==> src/rsi_pkg.sv <==
// Shared widths, codes and word types for the ray/sphere intersection unit.
// Used by every module under src; no dependencies of its own.
package rsi_pkg;

  localparam int COORD_W   = 32;
  localparam int FRAC_BITS = 16;
  localparam int RADIUS_W  = COORD_W - 1;

  // Intermediate widths, all exact for the extreme inputs
  localparam int D_W    = COORD_W + 1;        // O - C
  localparam int A_W    = 2 * COORD_W;        // |U|^2, unsigned
  localparam int H_W    = 2 * COORD_W + 3;    // (O-C).U and c, signed
  localparam int MUL_W  = H_W + 1;            // wide multiplier operand
  localparam int LIMB_W = MUL_W / 2;
  localparam int PROD_W = 2 * MUL_W;
  localparam int MUL_LAT = 5;
  localparam int DISC_W = 4 * COORD_W + 4;    // non-negative discriminant
  localparam int RAD_W  = DISC_W + 2 * FRAC_BITS;
  localparam int ROOT_W = RAD_W / 2;
  localparam int REM_W  = ROOT_W + 2;
  localparam int NUM_W  = ROOT_W + 3;
  localparam int QB     = COORD_W + 1;        // quotient bits kept before saturation

  localparam int Q_DEPTH = 4;
  localparam int Q_PTR_W = $clog2(Q_DEPTH);

  localparam int CFG_IDX_W = 3;
  localparam logic [CFG_IDX_W-1:0] REG_CENTER_X = CFG_IDX_W'(0);
  localparam logic [CFG_IDX_W-1:0] REG_CENTER_Y = CFG_IDX_W'(1);
  localparam logic [CFG_IDX_W-1:0] REG_CENTER_Z = CFG_IDX_W'(2);
  localparam logic [CFG_IDX_W-1:0] REG_RADIUS   = CFG_IDX_W'(3);

  localparam logic [RADIUS_W-1:0] RADIUS_RESET = RADIUS_W'(1) << FRAC_BITS;

  localparam logic signed [COORD_W-1:0] COORD_MAX = {1'b0, {(COORD_W-1){1'b1}}};
  localparam logic signed [COORD_W-1:0] COORD_MIN = {1'b1, {(COORD_W-1){1'b0}}};
  localparam logic [QB:0]   NEG_LIMIT = (QB+1)'(1) << (COORD_W - 1);
  localparam logic [QB-1:0] POS_LIMIT = (QB'(1) << (COORD_W - 1)) - QB'(1);

  typedef enum logic [1:0] {
    ST_HIT      = 2'd0,
    ST_MISS     = 2'd1,
    ST_ZERO_DIR = 2'd2
  } status_t;

  typedef struct packed {
    logic signed [COORD_W-1:0] origin_x;
    logic signed [COORD_W-1:0] origin_y;
    logic signed [COORD_W-1:0] origin_z;
    logic signed [COORD_W-1:0] dir_x;
    logic signed [COORD_W-1:0] dir_y;
    logic signed [COORD_W-1:0] dir_z;
  } ray_t;

  typedef struct packed {
    status_t                   status;
    logic signed [COORD_W-1:0] hit_distance;
    logic                      saturated;
  } result_t;

  typedef struct packed {
    logic signed [COORD_W-1:0] center_x;
    logic signed [COORD_W-1:0] center_y;
    logic signed [COORD_W-1:0] center_z;
    logic [RADIUS_W-1:0]       radius;
  } sphere_t;

  // Classified word handed from the front to the back
  typedef struct packed {
    status_t               status;
    logic [DISC_W-1:0]     disc;
    logic signed [H_W-1:0] h;
    logic [A_W-1:0]        a;
  } front_word_t;

endpackage

==> src/rsi_queue.sv <==
// Short queue between front and back; the back drains one word per cycle.
// Depends on rsi_pkg (front_word_t, Q_DEPTH).
module rsi_queue (
  input  logic                  clk,
  input  logic                  rst_n,
  input  logic                  push,
  input  rsi_pkg::front_word_t  din,
  output logic                  out_valid,
  output rsi_pkg::front_word_t  dout,
  output logic                  almost_full
);
  import rsi_pkg::*;

  front_word_t          mem_r [Q_DEPTH];
  logic [Q_PTR_W-1:0]   wr_ptr_r, rd_ptr_r;
  logic [Q_PTR_W:0]     count_r;
  logic                 pop;
  front_word_t          dout_r;
  logic                 out_valid_r;

  assign pop = (count_r != '0);

  // registered read: the popped word shows up on dout in the cycle after pop
  always_ff @(posedge clk) begin
    if (push) begin
      mem_r[wr_ptr_r] <= din;
    end
    if (pop) begin
      dout_r <= mem_r[rd_ptr_r];
    end
  end

  always_ff @(posedge clk) begin
    if (!rst_n) begin
      wr_ptr_r    <= '0;
      rd_ptr_r    <= '0;
      count_r     <= '0;
      out_valid_r <= 1'b0;
    end else begin
      if (push) wr_ptr_r <= wr_ptr_r + Q_PTR_W'(1);
      if (pop)  rd_ptr_r <= rd_ptr_r + Q_PTR_W'(1);
      out_valid_r <= pop;
      case ({push, pop})
        2'b10:   count_r <= count_r + (Q_PTR_W+1)'(1);
        2'b01:   count_r <= count_r - (Q_PTR_W+1)'(1);
        default: count_r <= count_r;
      endcase
    end
  end

  assign out_valid   = out_valid_r;
  assign dout        = dout_r;
  assign almost_full = (count_r >= (Q_PTR_W+1)'(Q_DEPTH - 1));

endmodule

==> config.mk <==
export PLATFORM = sky130hd
export DESIGN_NAME = rsi_queue
export DESIGN_NICKNAME = d
export VERILOG_FILES = /design/src/rsi_pkg.sv /design/src/rsi_queue.sv
export SDC_FILE = /design/constraint.sdc
export NUM_CORES = 1
export LEC_CHECK = 0
export BUFFER_PORTS_ARGS = -buffer_cell sky130_fd_sc_hd__buf_2
export CORE_MARGIN = 2
export CORE_UTILIZATION = 25
export DETAILED_ROUTE_END_ITERATION = 8
export PLACE_DENSITY = 0.47
export SLEW_MARGIN = 20
export SYNTH_ARGS = -nofsm -noshare
export SYNTH_HDL_FRONTEND = slang
export SYNTH_SLANG_ARGS = --single-unit
==> constraint.sdc <==
create_clock -name clk -period 8.3 [get_ports clk]
set_input_delay 1.66 -clock clk [delete_from_list [all_inputs] [get_ports clk]]
set_output_delay 1.66 -clock clk [all_outputs]
set_load 0.02 [all_outputs]
======== Word-level counts from Yosys, hierarchy flattened ========
Memories as Yosys holds them, arrays and structs flattened. A register that Yosys moved wholly into a read port is not among the register bits.
Index checks and enable logic that the tools add are counted.
Widths: inputs -> output; s select.
storage, ports and cells
  flip-flop bits (word level) ............. 8
  memory bits (writable) .................. 1060
  input bits .............................. 268
  output and inout port bits .............. 267
  logic and storage cells ................. 17
  memories kept ........................... 1
memories
  name   depth  bits a word  read ports  clocked after Yosys merged registers in  wr ports  line             RTL
  mem_r  4      265          1           1                                        1         rsi_queue.sv:14  front_word_t mem_r [Q_DEPTH];
operators by class
  $add $sub $neg .......................... 4
  magnitude comparators ................... 1
  equality and inequality tests ........... 2
  mux-type cells .......................... 3
  reduce and logical (&&, ||, !) cells .... 2
operators by type and width
  kind                 count
  $pmux 3 s2           1
  $add 2x1->2 const B  2
  $add 3x1->3 const B  1
  $ge 3x2->1 const B   1
  $reduce_bool 3->1    1
  $sub 3x1->3 const B  1
  $eq 2x1->1 const B   1
  $eq 2x2->1 const B   1
  $mux 1               2
  $reduce_bool 2->1    1

======== Depth between registers and ports, before layout ========
  depth after elaboration ................. 3
  gate-level depth with buffers ........... 7

======== Worst setup path before layout ========
Ideal clock, no wire load.
  path type ............................... input-to-reg
  from .................................... input push
  to ...................................... memory mem_r[0][0] (netlist name) (enable)
  setup time .............................. 0.659 ns
  arrival time ............................ 7.646 ns
  data required time ...................... 7.641 ns
  setup slack ............................. -0.005 ns
  stages on the path ...................... 1
  path buffers ............................ 0
  cells stage by stage .................... and2_1
between the ends
  word-level cells in the longest chain between the ends .. 2
ends and longest elaborated chain
  item                          line             RTL
  start: declaration            rsi_queue.sv:6   input logic push,
  $mux 1                        rsi_queue.sv:25  if (push) begin
  $mux 1 (not written as such)  rsi_queue.sv:26  mem_r[wr_ptr_r] <= din;
  end: declaration              rsi_queue.sv:14
Every way passes these cells.

======== Final worst setup path ========
  from .................................... register rd_ptr_r[1]
  to ...................................... register dout[233] (netlist name)
RTL lines
  item                      line             RTL
  start: declaration        rsi_queue.sv:15  logic [Q_PTR_W-1:0] wr_ptr_r, rd_ptr_r;
  start signal: assignment  rsi_queue.sv:41  if (pop) rd_ptr_r <= rd_ptr_r + Q_PTR_W'(1);
No word-level cell between the ends.

==> results.toml <==
[synth]
synth_edf_count = 1325
syn_avg_cell_area_sq_um = 27.6
yosys-top-cells-area = "edfxtp_1 (85%), mux4_2 (13%), buf_8 (0.39%), buf_6 (0.36%), dfxtp_1 (0.34%)"
syn_area_sq_um = 46700
synth_top_area_cell = "edfxtp_1"
synth_commonest_cells = "edfxtp_1 (1,325), mux4_2 (265), buf_2 (27), buf_6 (15), buf_8 (12)"
synth_fa_ha_area_share_pct = 0.177
synth_xor_area_share_pct = 0.0750
syn-instance-count = 1695
yosys_warnings = 0
synth-simple-area-share_pct = 0.196
synth.most_common_cell = "edfxtp_1"
syn_nets = 1969
yosys_most_used_dff = "edfxtp_1"
synth-compound-area-share_pct = 0.0696
yosysUniqueCellTypes = 24
synth_top_family_by_area = "multiplexers"
yosysTopAreaCellShare_pct = 85.2
ys_seq_area_share_pct = 85.5
synthMuxAreaShare_pct = 12.8
synth-seq-cells = 1333
synthArstFlopShare_pct = 0

[setup_path]
path_class = "reg2reg"
r2r.worst_path.cells = 3
worst_path_largest_cell_delay_ns = 0.81
worstPathMaxFanout = 117
cp.arrival_ns = 3.78
timing.rr.end = "dout[233]"
path_cells = "buf_12 -> buf_4 -> mux4_2"
required_ns = 8.81
r2r_slack_ns = 5.03
crit_path_start_kind = "flop"
critical-path-slowest-cell = "buf_4"
endpoint_kind = "flop"
reg2reg_from = "rd_ptr_r[1]"

[route]
drt_first_pass_iters = 5
routedWlPerCell_um = 21.8
drcViolationCount = 0
drt_iter0_drc = 1180
via_per_inst = 4.07
drt-total-wl_um = 108000
ant_nets = 0
vias = 20200

[sta]
slew-limit-headroom_pct = 11.9
fmax_mhz = 306
finalSetupViolations = 0
slew_viol_final = 0
hold_viol = 0
setup-tns-final_ns = 0
setup_ws_ns = 5.03
grt_setup_unrepaired = "false"
min_period_ns = 3.27
finClkSkew_ns = 0.0365
tightest_slew_ns = 1.32
hold_ws_ns = 0.587
fin_crit_sh_pct = 39.4

[worst_hold_path]
hold_path_depth = 2
hold_path_class = "reg2reg"
hp-start = "wr_ptr_r[1]"
whs_endpoint = "wr_ptr_r[1]"

[layout]
final.fill_count = 17800
areaGrowthSynthToFinish_pct = 22.2
nNetsFinal = 2615
layout-drive-gt1-share_pct = 42.2

[placement]
place.gp.congestion = 0.713
portBuffers = 534
hpwlAfterDp_um = 63600
dp_slack_ns = 4.60

[global_routing]
track_usage_pct = 11.2
grt-ovfl-total = 0
gr-usage-met2_pct = 19.5
busiest_layer = "met2"
met1_usage_pct = 12.6
antenna_found_initial = 59
grt_pass1_vias = 21900
grt_max_degree = 120
grt_pass1_wl_um = 155000
use_met3_pct = 3.75

[floorplanning]
row_count = 158
core-area_sq_um = 186000
ios = 535
fp.dieArea_sq_um = 190000
chipHeight_um = 436
start_util_pct = 25.2
die_x_um = 436

[cts]
numCtsBuffers = 148
clkTransAtPathRegs_ns = 0.06
cts_resized = 0
cts_tree = "built"
cts-root-buf = "clkbuf_16"
clk_path_buf_depth = 3
clkSinkCount = 1333
clock_latency_ns = 0.78
hold_buffers = 0
cts_max_level = 4
cts_setup_buffers = 0

[power]
p_total_w = 0.0201
p_per_area_nw_per_um2 = 352
vdd_ir_drop_max_mv = 0.327
power_leakage_nw = 18.5

[run]
max_cap_viol_count = 0

[status]
status = "completed"
-- per-stage QoR --
stage	utilization, %	area, sq um	std cells
finish	30.7	57100	4950
global route	30.7	57000	4944
detailed placement	28.2	52300	4670
floorplan	-	46700	1695
global placement	28.2	52300	4670
CTS	30.7	57000	4935
-- where the power goes --
part | internal (W) | switching (W) | total (W)
clock network | 0.00368 | 0.00268 | 0.00636
registers | 0.00883 | 0.000362 | 0.00919
logic | 0.00164 | 0.00288 | 0.00452
-- per-layer routing --
layer | wire length [um] | vias to the layer above | share of wire, %
li1 | - | 8648 | -
met1 | 40700 | 10600 | 38
met2 | 56000 | 557 | 52
met3 | 7040 | 270 | 6.5
met4 | 3780 | 44 | 3.5
met5 | 266 | - | 0.25
-- state kept, by name, summed over array words and instances, names as in the netlist --
register / count
count_r: 3
wr_ptr_r: 2
rd_ptr_r: 2
dout: 265
out_valid: 1
mem_r: 1060
-- cell type report --
type	instances	area [sq um]	area share [%]
antenna	14	35.0	0.0614
clock buffer	174	3800	6.66
clock inverter	91	920	1.61
inverter	6	22.5	0.0395
multi-input combinational	296	6230	10.9
sequential	1333	40000	70.0
tap	2480	3100	5.44
timing repair buffer	556	2990	5.24
-- worst max path at each step --
stage | startpoint | to | slack [ns]
2_1_floorplan | count_r[1] | count_r[2] | 0.16
3_3_place_gp | push | mem_r[0][78] | 4.66
3_5_place_dp | push | mem_r[3][76] | 4.60
4_1_cts | count_r[0] | almost_full | 4.96
5_1_grt | rd_ptr_r[1] | dout[161] | 4.87
6_report | rd_ptr_r[1] | dout[233] | 5.03
-- placed cells by master (no fill, tap or decap), types with 3 or more instances in the layout --
cell and instances:
edfxtp_1 1325, buf_2 534, mux4_2 265, clkbuf_16 148, clkinv_1 32, clkinv_2 28, clkbuf_1 26, diode_2 14
bufinv_16 12, buf_12 12, buf_4 9, inv_1 6, dfxtp_1 6, and2_1 5, ha_1 5, inv_6 5
and2_4 4, clkinv_16 4, inv_16 3, clkinvlp_4 3
-- cell families (layout without fill, tap and decap cells) --
family,after synthesis,after routing
other cells,0,14
simple gates,15,15
mux,266,266
fa+ha+maj,6,6
xor+xnor,4,4
compound gates,5,5
buf+inv,66,827
flops,1333,1333
-- worst max-delay path: cells and delay by family (launching register included) --
family                 cells  cell delay, ns
buffers and inverters      2            1.34
flip-flops                 1            0.72
multiplexers               1            0.42
Note: power is estimated with default switching activity, not from simulation.
